$ cat src/rtl/stsd_pkg.sv
// Shared constants, state encodings and defaults for the sphere triangle subdivider.
package stsd_pkg;

    // parameter defaults
    localparam int STSD_MAX_DEPTH  = 3;
    localparam int STSD_COORD_BITS = 16;

    // configuration register reset value
    localparam logic [1:0] CFG_DEPTH_RST = 2'd1;

    // normalizer datapath: magnitudes live on a 16-bit scale
    localparam int MAG_W  = 17;    // |vi+vj| on the 16-bit scale, up to 2^16
    localparam int SQ_W   = 33;    // one squared magnitude
    localparam int LEN_W  = 34;    // sum of three squares
    localparam int Q_W    = 15;    // Q.14 root magnitude, 0..16384
    localparam int T_W    = 16;    // trial value before the range check
    localparam int DSQ_W  = 30;    // (2t-1)^2
    localparam int LEN_LO = 17;    // split point of the length for the wide product
    localparam int PP_W   = DSQ_W + LEN_LO;
    localparam int PROD_W = 64;    // product kept modulo 2^64
    localparam logic [T_W-1:0] Q_ONE = T_W'(16384);
    localparam logic [3:0]     TOP_BIT = 4'd14;

    // sequencer of the back end
    typedef enum logic [2:0] {
        S_IDLE,
        S_LOAD,
        S_RDP,
        S_MID,
        S_MIDW,
        S_WR,
        S_WAITO,
        S_RDO
    } t_bstate;

    // midpoint normalizer
    typedef enum logic [3:0] {
        N_IDLE,
        N_SQ,
        N_ACC,
        N_TGT,
        N_DSQ,
        N_PLO,
        N_PHI,
        N_CMP,
        N_FIN
    } t_nstate;

    // child digits
    localparam logic [1:0] CH_V1  = 2'd0;
    localparam logic [1:0] CH_V2  = 2'd1;
    localparam logic [1:0] CH_V3  = 2'd2;
    localparam logic [1:0] CH_MID = 2'd3;

endpackage

$ cat src/rtl/stsd_front.sv
// Front end: accepts triangles, fixes their depth and queues them for the back end.
module stsd_front #(
    parameter int COORD_BITS = stsd_pkg::STSD_COORD_BITS,
    parameter int MAX_DEPTH  = stsd_pkg::STSD_MAX_DEPTH
) (
    input  logic                                i_clk,
    input  logic                                i_rst_n,
    input  logic                                i_valid,
    output logic                                o_stall,
    input  logic [9*COORD_BITS-1:0]             i_tri,
    input  logic [1:0]                          i_depth_cfg,
    output logic                                o_valid,
    output logic [9*COORD_BITS-1:0]             o_tri,
    output logic [$clog2(MAX_DEPTH+1)-1:0]      o_depth,
    input  logic                                i_pop
);
    import stsd_pkg::*;

    localparam int LW = $clog2(MAX_DEPTH + 1);
    localparam int TW = 9 * COORD_BITS;

    logic [TW-1:0] r_tri   [2];
    logic [LW-1:0] r_depth [2];
    logic          r_wr, r_rd;
    logic [1:0]    r_cnt;
    logic          w_push, w_pop;
    logic [LW-1:0] w_depth;

    // depth beyond the supported levels saturates
    assign w_depth = (int'(i_depth_cfg) > MAX_DEPTH) ? LW'(MAX_DEPTH) : LW'(i_depth_cfg);

    assign o_stall = (r_cnt == 2'd2);
    assign w_push  = i_valid && !o_stall;
    assign w_pop   = i_pop && (r_cnt != 2'd0);

    // two-entry request queue
    always_ff @(posedge i_clk) begin
        if (!i_rst_n) begin
            r_wr  <= 1'b0;
            r_rd  <= 1'b0;
            r_cnt <= 2'd0;
        end else begin
            if (w_push) r_wr <= ~r_wr;
            if (w_pop)  r_rd <= ~r_rd;
            r_cnt <= r_cnt + {1'b0, w_push} - {1'b0, w_pop};
        end
    end

    always_ff @(posedge i_clk) begin
        if (w_push) begin
            r_tri[r_wr]   <= i_tri;
            r_depth[r_wr] <= w_depth;
        end
    end

    assign o_valid = (r_cnt != 2'd0);
    assign o_tri   = r_tri[r_rd];
    assign o_depth = r_depth[r_rd];

    a_cnt: assert property (@(posedge i_clk) disable iff (!i_rst_n)
        r_cnt <= 2'd2)
        else $error("queue count overflow");
    a_pop_ok: assert property (@(posedge i_clk) disable iff (!i_rst_n)
        i_pop |-> (r_cnt != 2'd0))
        else $error("pop from empty queue");
    a_ptr: assert property (@(posedge i_clk) disable iff (!i_rst_n)
        (r_cnt == 2'd0 || r_cnt == 2'd2) |-> (r_wr == r_rd))
        else $error("queue pointers disagree with count");
endmodule

$ cat config.mk
export PLATFORM = sky130hd
export DESIGN_NAME = stsd_front
export DESIGN_NICKNAME = d
export VERILOG_FILES = /design/src/rtl/stsd_pkg.sv /design/src/rtl/stsd_front.sv
export SDC_FILE = /design/constraint.sdc
export NUM_CORES = 1
export LEC_CHECK = 0
export BUFFER_PORTS_ARGS = -buffer_cell sky130_fd_sc_hd__clkbuf_2
export CORE_MARGIN = 2
export CORE_UTILIZATION = 41
export CTS_CLUSTER_SIZE = 30
export DETAILED_ROUTE_END_ITERATION = 8
export GPL_ROUTABILITY_DRIVEN = 0
export PLACE_DENSITY = 0.68
export REMOVE_ABC_BUFFERS = 1
export SLEW_MARGIN = 30
export SYNTH_ARGS = -nofsm -noshare
export SYNTH_HDL_FRONTEND = slang
export SYNTH_SLANG_ARGS = --single-unit
$ cat constraint.sdc
create_clock -name i_clk -period 7.7 [get_ports i_clk]
set_input_delay 0 -clock i_clk [delete_from_list [all_inputs] [get_ports i_clk]]
set_output_delay 0 -clock i_clk [all_outputs]
set_load 0.05 [all_outputs]
# Word-level counts from Yosys, hierarchy flattened
# Memories as Yosys holds them, arrays and structs flattened. A register that Yosys moved wholly into a read port is not among the register bits.
# Index checks and enable logic that the tools add are counted.
[word_totals]
regBits = 4
ramBits = 292
input_bits = 150
output_inout_bits = 148
elab_cells = 20
memories = 2
[op_classes]
add_sub_neg = 2
n_eq_ne = 1
n_mux = 6
bitwise = 2
n_reduce_logical = 4
[mem_list]
columns = ["memory", "words", "word_bits", "read_ports", "rd_ports_with_merged_regs", "wr", "line_no", "text"]
rows = [
  ["r_tri", 2, 144, 1, 1, 1, "stsd_front.sv:22", "logic [TW-1:0] r_tri [2];"],
  ["r_depth", 2, 2, 1, 1, 1, "stsd_front.sv:23", "logic [LW-1:0] r_depth [2];"],
]
[op_table]
columns = ["operator", "count"]
rows = [
  ["1-bit 2-to-1 mux", 6],
  ["2-bit by 1-bit adder with 2-bit output", 1],
  ["2-bit equality test, second input constant", 1],
  ["1-bit logical AND", 2],
  ["1-bit inverter", 2],
  ["2-bit nonzero test", 1],
  ["2-bit by 1-bit subtractor with 2-bit output", 1],
  ["1-bit logical NOT", 1],
]

# Longest topological paths before layout
# Gate-level depths: netlist of run 1.
[depth]
word_depth = 5
mapped_depth = 8
mapped_depth_nobuf = 8

# Least setup slack after synthesis of run 1
# OpenSTA, ideal clock, no wires.
[synth_path]
path_type = "reg2reg"
from = "register r_cnt[0]"
to = "memory r_depth[0][0] (netlist bit), enable pin"
setup_ns = 0.653
t_arrival_ns = 6.642
required_ns = 7.047
setup_slack_ns = 0.405
path_stages_with_launch = 4
path_buffers = 0
synth_period_minus_slack_ns = 7.295
cell_sequence = "dfxtp_1 -> nand2b_1 -> nand2_1 -> nor2_1"
[synth_between]
elab_chain_cells = 5
[synth_lines]
columns = ["item", "line_no", "text"]
rows = [
  ["start, declared", "stsd_front.sv:25", "logic [1:0] r_cnt;"],
  ["start signal, assigned", "stsd_front.sv:45", "r_cnt <= r_cnt + {1'b0, w_push} - {1'b0, w_pop};"],
  ["2-bit equality test", "stsd_front.sv:32", "assign o_stall = (r_cnt == 2'd2);"],
  ["1-bit logical NOT", "stsd_front.sv:33", "assign w_push = i_valid && !o_stall;"],
  ["1-bit logical AND", "stsd_front.sv:33", ""],
  ["1-bit 2-to-1 mux", "stsd_front.sv:50", "if (w_push) begin"],
  ["1-bit 2-to-1 mux (implied by the code)", "stsd_front.sv:52", "r_depth[r_wr] <= w_depth;"],
  ["end, declared", "stsd_front.sv:23", ""],
]
# No other way between the ends.

# Worst setup path after layout of run 1
[layout_path]
from = "register r_cnt[0]"
to = "memory r_tri[1][62] (netlist bit), enable pin"
[layout_between]
elab_chain_cells = 5
[layout_lines]
columns = ["item", "line_no", "text"]
rows = [
  ["2-bit equality test", "stsd_front.sv:32", ""],
  ["1-bit logical NOT", "stsd_front.sv:33", ""],
  ["1-bit logical AND", "stsd_front.sv:33", ""],
  ["1-bit 2-to-1 mux", "stsd_front.sv:50", ""],
  ["1-bit 2-to-1 mux (implied by the code)", "stsd_front.sv:51", "r_tri[r_wr] <= i_tri;"],
  ["end, declared", "stsd_front.sv:22", ""],
]
# No other way between the ends.

==> results.cfg, run 1 <==
[drt]
drtPass1Iterations = 4
drc_errors = 0
wl_per_cell_um = 17.4
vias = 6214
ant_nets = 0
viasPerCell = 4.75
drtIter0Drc = 381
drt-total-wl_um = 22800

[synth]
synth.avg_cell_area_um2 = 22.6
synth-warning-count = 0
synthTopCellsByArea = edfxtp_1, mux2_2, clkbuf_8
yosysUniqueCellTypes = 17
syn-instance-count = 480
ys_ff_latch = 297
ys_seq_area_share_pct = 81.7
synth_area_um2 = 10900
yosysTopAreaCell = edfxtp_1
netlist.area_leader.share_pct = 80.8

[final_layout]
nets = 1101
drive_above_1_share_pct = 50.9
fin_util_pct = 57.8
fin_cells = 1307
design_area_um2 = 15100
areaGrowthSynthToFinish_pct = 38.8

[clocking]
clockBufferDepth = 3
clk_latency_ps = 550
path_clk_slew_ps = 60
cts-root-buf = clkbuf_16
htreeDepth = 1
cts.sinks = 297
cts_made_buffers = 31
cts_tree = yes

[sta]
setup-tns-final_ps = 0
finalSetupViolCount = 0
fmax_ghz = 0.330
clock_skew_ps = 18.8
slew_headroom_pct = 44.2
slew_violations = 0
setup_ws_ps = 4670
rsz0062_at_grt = false
hold_viol = 0
fin_crit_sh_pct = 39.4
whs_ps = 173
worst_slew_pin_slew_ps = 837
post-route-min-period_ps = 3030

[power]
p_per_area_nw_per_um2 = 347
p_leak_nw = 5.74
power_mw = 5.23
peakVddDrop_v = 0.000287

[floorplanning]
die-area_um2 = 27800
core_um2 = 26100
die_w_um = 167
die_y_um = 167
ios = 298
rows = 59
start_util_pct = 41.6

[worst_setup_path]
startpoint_type = flop
cp-end-kind = flop
worst_ep_arrival_time_ps = 3200
worst-endpoint-required_ps = 7870
path_max_fanout = 58
worst-setup-path-type = flop to flop

[grt]
track_usage_pct = 15.8
grt_start_max_net_pins = 115
antenna_found_initial = 2
grt_pass1_vias = 6643
overflow = 0
grt_pass1_wl_um = 35100

[place]
port_buffers = 297
hpwl_um = 13600
dp_cells = 1102
post-place-ws_ps = 4640
post_dp_cell_area_um2 = 12700

[run_status]
status = finished clean

[job]
maxCapViolations = 0

[min_path]
hold_path.class = primary input to flop
## cells by family (layout without fill, tap and decap cells)
| family | Yosys count | after routing | synth area share (%) |
|---|---|---|---|
| AOI/OAI and AO/OA | 1 | 1 | 0.0692 |
| xor gates and xnor gates | 3 | 3 | 0.242 |
| adders and majority gates | 2 | 2 | 0.231 |
| buffers and inverters | 19 | 509 | 1.99 |
| DFF | 297 | 297 | 81.7 |
| muxes | 147 | 147 | 15.2 |
| other | 0 | 2 | 0 |
| and+or+nand+nor | 11 | 11 | 0.496 |
## state kept, by name, indices dropped and copies added (netlist names), named ones only
register,flops
r_tri,288
r_depth,4
r_cnt,2
r_rd,1
r_wr,1
## Yosys cell counts
master	count
nand2_1	2
xor2_1	1
or2_2	1
o21a_1	1
buf_6	6
mux2i_1	1
inv_1	3
dfxtp_1	5
ha_1	2
nand2b_1	2
and3_1	1
mux2_2	146
nor2_1	4
xnor2_1	2
edfxtp_1	292
and2_1	1
clkbuf_8	10
## path summary, 6_finish.rpt
path / startpoint / to / slack [ps] / depth (start not counted)
max: r_cnt[0] / r_tri[1][62] / 4670 / 4
max reg2reg: r_cnt[0] / r_tri[1][62] / 4670 / 4
min: i_tri[106] / r_tri[0][106] / 170 / 2
min reg2reg: r_rd / r_rd / 520 / 2
## worst max-delay path, stage by stage, from the launching register on
cell and delay (ps):
dfxtp_1 360, nand2b_1 170, and3_4 560, buf_4 680, buf_4 760
## cells in the final DEF, fill, tap and decap left out
cell	netlist	routed
clkbuf_2	0	297
edfxtp_1	292	292
dlygate4sd3_1	0	149
mux2_2	146	146
clkbuf_16	0	31
clkinv_1	0	8
clkinv_2	0	7
clkbuf_1	0	5
dfxtp_1	5	4
inv_1	3	3
nor2_1	4	3
diode_2	0	2
nand2b_1	2	2
nand2_1	2	2
xnor2_1	2	2
ha_1	2	2
buf_12	0	2
buf_4	0	2
o21a_1	1	1
or2_2	1	1
and3_4	0	1
nor2_4	0	1
and2_1	1	1
mux2i_1	1	1
xor2_1	1	1
dfxtp_4	0	1
inv_6	0	1
clkinv_4	0	1
bufinv_16	0	1
buf_16	0	1
buf_6	6	1
## repair_timing
item	4_1_cts	5_1_grt
endpoints found under the hold margin	297	0
hold buffers	149	0
buffers inserted	0	0
resized for setup	0	0
## routing by layer
layer	global-route usage [%]	wire, um	vias to the layer above	share of wire, %
li1	-	-	2847	-
met1	18.6	9000	3051	39
met2	28.0	11400	252	50
met3	3.94	1510	64	6.6
met4	6.00	894	0	3.9
met5	0	0	-	0
## final cells by class
type / count / area (um^2)
fillers: 1996 / 11000
flip-flops and latches: 297 / 8870
repair buffers: 452 / 3070
multi-input cells: 164 / 1780
clock buffers: 36 / 795
well taps: 335 / 419
clock inverters: 18 / 113
inverters: 3 / 11.3
diodes: 2 / 5.00
## power breakdown
group          total [mW]  switching, mW  internal, mW
registers            2.10         0.0693          2.03
logic                1.78           1.28         0.504
clock network        1.34          0.579         0.763
Power figures use the tool's default switching activity.
==> inputs of run 2 (changes only) <==
Clock period 7.7 ns to 2.65 ns, I/O delays scaled along.
==> results.cfg, run 2 (same netlist as run 1, synthesis figures left out) <==
[grt]
track_usage_pct = 15.6
groute.layer.met2.usage_pct = 28.4
met3_usage_pct = 4.52
overflow = 0
grt.met1_usage_pct = 17.7
antenna_found_initial = 1
grt_start_max_net_pins = 80
grt_pass1_wl_um = 34700
grt.busiest_layer = met2
grt_pass1_vias = 6675

[floorplanning]
ios = 298
die-area_um2 = 27800
die_y_um = 167
core_um2 = 26100
rows = 59
die_w_um = 167
start_util_pct = 41.6

[clocking]
cts_made_buffers = 30
cts.sinks = 297
cts-root-buf = clkbuf_16
cts_tree = yes
path_clk_slew_ps = 60
ctsHoldBuffers = 149
clockBufferDepth = 3
clk_latency_ps = 540
postCtsSetupRepairBufs = 0
htreeDepth = 1
cts_resized = 0

[place]
post-place-ws_ps = 813
hpwl_um = 13500
port_buffers = 297

[worst_setup_path]
crit_chain = buf_12, mux2_2, clkbuf_2
crit_buf_inv = 2
path_max_fanout = 78
rr_endpoint = r_tri[0][46]
startpoint_type = flop
cp-end-kind = output port
slowest_stage = mux2_2
r2r_setup_slack_ps = 830
worst_ep_arrival_time_ps = 2020
worst-setup-path-type = flop to output port
rr_worst_depth = 4
critical-path-top-delay-family = buffers and inverters
worst-endpoint-required_ps = 2650
cpPeakStageDelay_ps = 420
r2r_start = r_cnt[0]

[sta]
rsz0062_at_grt = false
post-route-min-period_ps = 2020
worst_slew_pin_slew_ps = 475
finalSetupViolCount = 0
fmax_ghz = 0.495
setup_ws_ps = 630
slew_headroom_pct = 68.3
fin_crit_sh_pct = 76.2
whs_ps = 186
hold_viol = 0
slew_violations = 0
clock_skew_ps = 14.2

[final_layout]
nets = 1100
layout_commonest_cell = clkbuf_2
nFillCells = 1969
largest_reg_flops = 288
areaGrowthSynthToFinish_pct = 39.8
largest_register = r_tri
layout_common_cells = clkbuf_2, edfxtp_1, dlygate4sd3_1
drive_above_1_share_pct = 50.8
top_regs = r_tri: 288 flops, r_depth: 4 flops, r_cnt: 2 flops

[drt]
drc_errors = 0
drtIter0Drc = 249
drt-total-wl_um = 22600
viasPerCell = 4.67
vias = 6110
ant_nets = 0
drtPass1Iterations = 4
wl_per_cell_um = 17.3

[min_path]
hp-start = i_tri[69]
whs_path_depth = 2
hold_path.class = primary input to flop
hold_end = r_tri[1][69]

[power]
p_leak_nw = 5.77
p_per_area_nw_per_um2 = 1020
peakVddDrop_v = 0.000798
power_mw = 15.5

[run_status]
status = finished clean

[job]
maxCapViolations = 0
## run 2: cell types whose count changed in the layout (fill, tap and decap cells not counted), sizes merged
cell      delta
bufinv       +2
clkbuf       +8
clkinv      -10
clkinvlp     +2
diode        -1
## run 2: final cells by class
cell class / instances / area [um^2] / area share (%)
clock inverter: 12 / 138 / 0.907
tap: 335 / 419 / 2.76
inverter: 3 / 11.3 / 0.0742
sequential: 297 / 8870 / 58.5
antenna: 1 / 2.50 / 0.0165
timing repair buffer: 452 / 3100 / 20.4
multi-input combinational: 164 / 1780 / 11.7
clock buffer: 44 / 855 / 5.63
## run 2: worst register-to-register path: stages, from the launching register on
cell and delay, ps:
dfxtp_1 360, nand2b_1 170, nand2_1 150, nor2_4 330
buf_12 390
## run 2: how the worst max path moves through the flow
stage | end | cells after the start
3_5_place_dp | r_tri[0][7] | 4
4_1_cts | o_tri[57] | 3
2_1_floorplan | r_depth[0][0] | 3
3_3_place_gp | r_tri[0][7] | 4
5_1_grt | o_tri[18] | 3
6_report | o_tri[57] | 3
## run 2: per-stage QoR
| step | TNS [ps] | utilization, % | cell area (um^2) | cells |
|---|---|---|---|---|
| after floorplan | -1169850 | - | 10600 | 464 |
| after global placement | 0 | 48.7 | 12700 | 1102 |
| after detailed placement | 0 | 48.7 | 12700 | 1102 |
| after CTS | 0 | 58.2 | 15200 | 1307 |
| after global routing | 0 | 58.2 | 15200 | 1308 |
| final | 0 | 58.2 | 15200 | 1308 |
## run 2: layer usage
| layer | vias to the layer above | share of wire [%] |
|---|---|---|
| met2 | 252 | 52 |
| li1 | 2853 | - |
| met4 | 0 | 2.8 |
| met5 | - | 0 |
| met1 | 2956 | 38 |
| met3 | 49 | 7.6 |
## run 2: report_power, final
group	total, mW	internal, mW	switching (mW)
Clock	4.19	2.52	1.67
Sequential	6.04	5.90	0.143
Combinational	5.25	1.48	3.76
==> inputs of run 3 (changes only) <==
Settings changed: ABC_AREA from default to 1, PLACE_DENSITY 0.68 to 0.67.
Clock period 2.65 ns to 1.75 ns, I/O delays scaled along.
==> results.cfg, run 3 <==
[final_layout]
largest_reg_flops = 288
nets = 1138
design_area_um2 = 16800
layout_common_cells = edfxtp_1, clkbuf_2, dlygate4sd3_1
drive_above_1_share_pct = 51.7
fin_util_pct = 64.6
layout_commonest_cell = edfxtp_1
largest_register = r_tri
fin_cells = 1345
top_regs = r_tri: 288 flops, r_depth: 4 flops, r_cnt: 2 flops
areaGrowthSynthToFinish_pct = 54.9

[power]
swShare_pct = 34.6
switching_power_mw = 8.87
p_leak_nw = 6.44
p_per_area_nw_per_um2 = 1520
clkPwrFrac_pct = 23.2
peakVddDrop_v = 0.00117
p_int_mw = 16.8
seqPwrFrac_pct = 36.0
power_mw = 25.6
power_frac_comb_pct = 40.7

[drt]
drtPass1Iterations = 4
drt-total-wl_um = 26000
drtIter0Drc = 349
ant_nets = 0
vias = 6361
viasPerCell = 4.73
drc_errors = 0
wl_per_cell_um = 19.3

[sta]
post-route-min-period_ps = 1810
hold_viol = 0
whs_ps = 188
finalSetupViolCount = 145
slew_violations = 0
slew_headroom_pct = 75.1
clock_skew_ps = 23.2
setup_ws_ps = -62.6
fin_crit_sh_pct = 104
rsz0062_at_grt = true
setup-tns-final_ps = -4580
worst_slew_pin_slew_ps = 373
fmax_ghz = 0.552

[worst_setup_path]
startpoint_type = flop
crit_chain = buf_6, buf_16, mux2_2, buf_4
worst-endpoint-required_ps = 1750
slowest_stage = dfxtp_4
cp-end-kind = output port
worst_ep_arrival_time_ps = 1810
path_max_fanout = 15
cpPeakStageDelay_ps = 390
worst-setup-path-type = flop to output port

[place]
post-place-ws_ps = 192
dp_cells = 1122
hpwl_um = 13800
post_dp_cell_area_um2 = 12900
port_buffers = 297

[synth]
ys_ff_latch = 297
yosysUniqueCellTypes = 11
syn-instance-count = 491
synthFlopType = edfxtp_1
synth_area_um2 = 10900
synthTopCellsByCount = edfxtp_1, mux2_2, clkbuf_8
synth.avg_cell_area_um2 = 22.1
yosysTopAreaCell = edfxtp_1
ys_seq_area_share_pct = 81.6
yosysMostFrequentCell = edfxtp_1
synthTopCellsByArea = edfxtp_1, mux2_2, clkbuf_8
synth_edf_count = 292
postSynth.asyncResetShare_pct = 0
synth-warning-count = 0
netlist.area_leader.share_pct = 80.7

[floorplanning]
start_util_pct = 41.7
die-area_um2 = 27800
ios = 298
rows = 59
die_y_um = 167
core_um2 = 26100
die_w_um = 167

[job]
maxCapViolations = 0

[clocking]
clockBufferDepth = 3
path_clk_slew_ps = 70
clk_latency_ps = 540
cts-root-buf = clkbuf_16
cts.sinks = 297
cts_made_buffers = 29
cts_tree = yes
htreeDepth = 1

[run_status]
violations = setup timing
status = complete, but fails checks

[min_path]
hold_path.class = primary input to flop

[grt]
grt_start_max_net_pins = 62
grt_pass1_wl_um = 38200
grt_pass1_vias = 6924
track_usage_pct = 17.6
overflow = 0
antenna_found_initial = 2
==> run 3: cell types whose count changed in the layout (fill, tap and decap cells not counted), moves of 8 or more <==
cell,previous run,this run
clkbuf_2,297,151
mux2_4,0,8
buf_12,6,14
buf_4,0,46
buf_16,0,9
clkbuf_16,31,41
clkbuf_8,3,90
mux2_2,146,138
==> run 3: layout make-up <==
cell class | count | area (um^2)
Antenna cell | 2 | 5.00
Clock buffer | 37 | 756
Clock inverter | 16 | 149
Fill cell | 1691 | 9240
Inverter | 8 | 35.0
Multi-Input combinational cell | 170 | 1800
Sequential cell | 297 | 8870
Tap cell | 335 | 419
Timing Repair Buffer | 480 | 4790
==> run 3: path summary, 6_finish.rpt <==
| check | start | to | slack (ps) | cells after the start |
|---|---|---|---|---|
| max | flop | o_tri[45] | -60 | 4 |
| min | i_tri[3] | r_tri[1][3] | 190 | 2 |
| max reg2reg | r_cnt[0] | r_tri[1][112] | 170 | 5 |
| min reg2reg | r_rd | r_rd | 520 | 2 |
==> run 3: metal layers <==
layer / track usage [%] / vias up / share of wire, % / wire length (um)
li1: - / 2948 / - / -
met1: 19.6 / 3134 / 37 / 9730
met2: 33.1 / 235 / 53 / 13800
met3: 4.52 / 44 / 6.4 / 1660
met4: 5.06 / 0 / 2.9 / 760
met5: 0 / - / 0 / 0
==> run 3: what timing repair did <==
action,4_1_cts,5_1_grt
gates cloned,8,5
hold endpoints to repair,297,0
setup endpoints to repair,146,146
hold buffers,149,0
gates resized for setup,277,54
setup buffers,6,0
==> run 3: power groups by stage <==
stage | logic (mW) | registers, mW | clock network [mW]
after global placement | 7.79 | 9.30 | 0
after CTS | 10.2 | 9.21 | 6.10
after floorplan | 4.71 | 9.44 | 0
after detailed placement | 7.78 | 9.36 | 0
final | 10.4 | 9.24 | 5.96
after global routing | 10.8 | 9.31 | 6.36
==> run 3: kinds of logic (layout without fill, tap and decap cells) <==
kind of cell	Yosys count	count (layout)	synth area share, %
AO/OA/AOI/OAI	2	2	0.0922
adder cells (fa/ha/maj)	2	2	0.230
buffers and inverters	24	541	2.17
flip-flops	297	297	81.6
multiplexers	146	146	15.1
other	0	2	0
AND/OR/NAND/NOR	20	20	0.726
==> run 3: critical path: cells and delay by family, from the launching register on <==
family | cells | cell delay, ps
buf+inv | 3 | 520
flops | 1 | 390
mux | 1 | 350
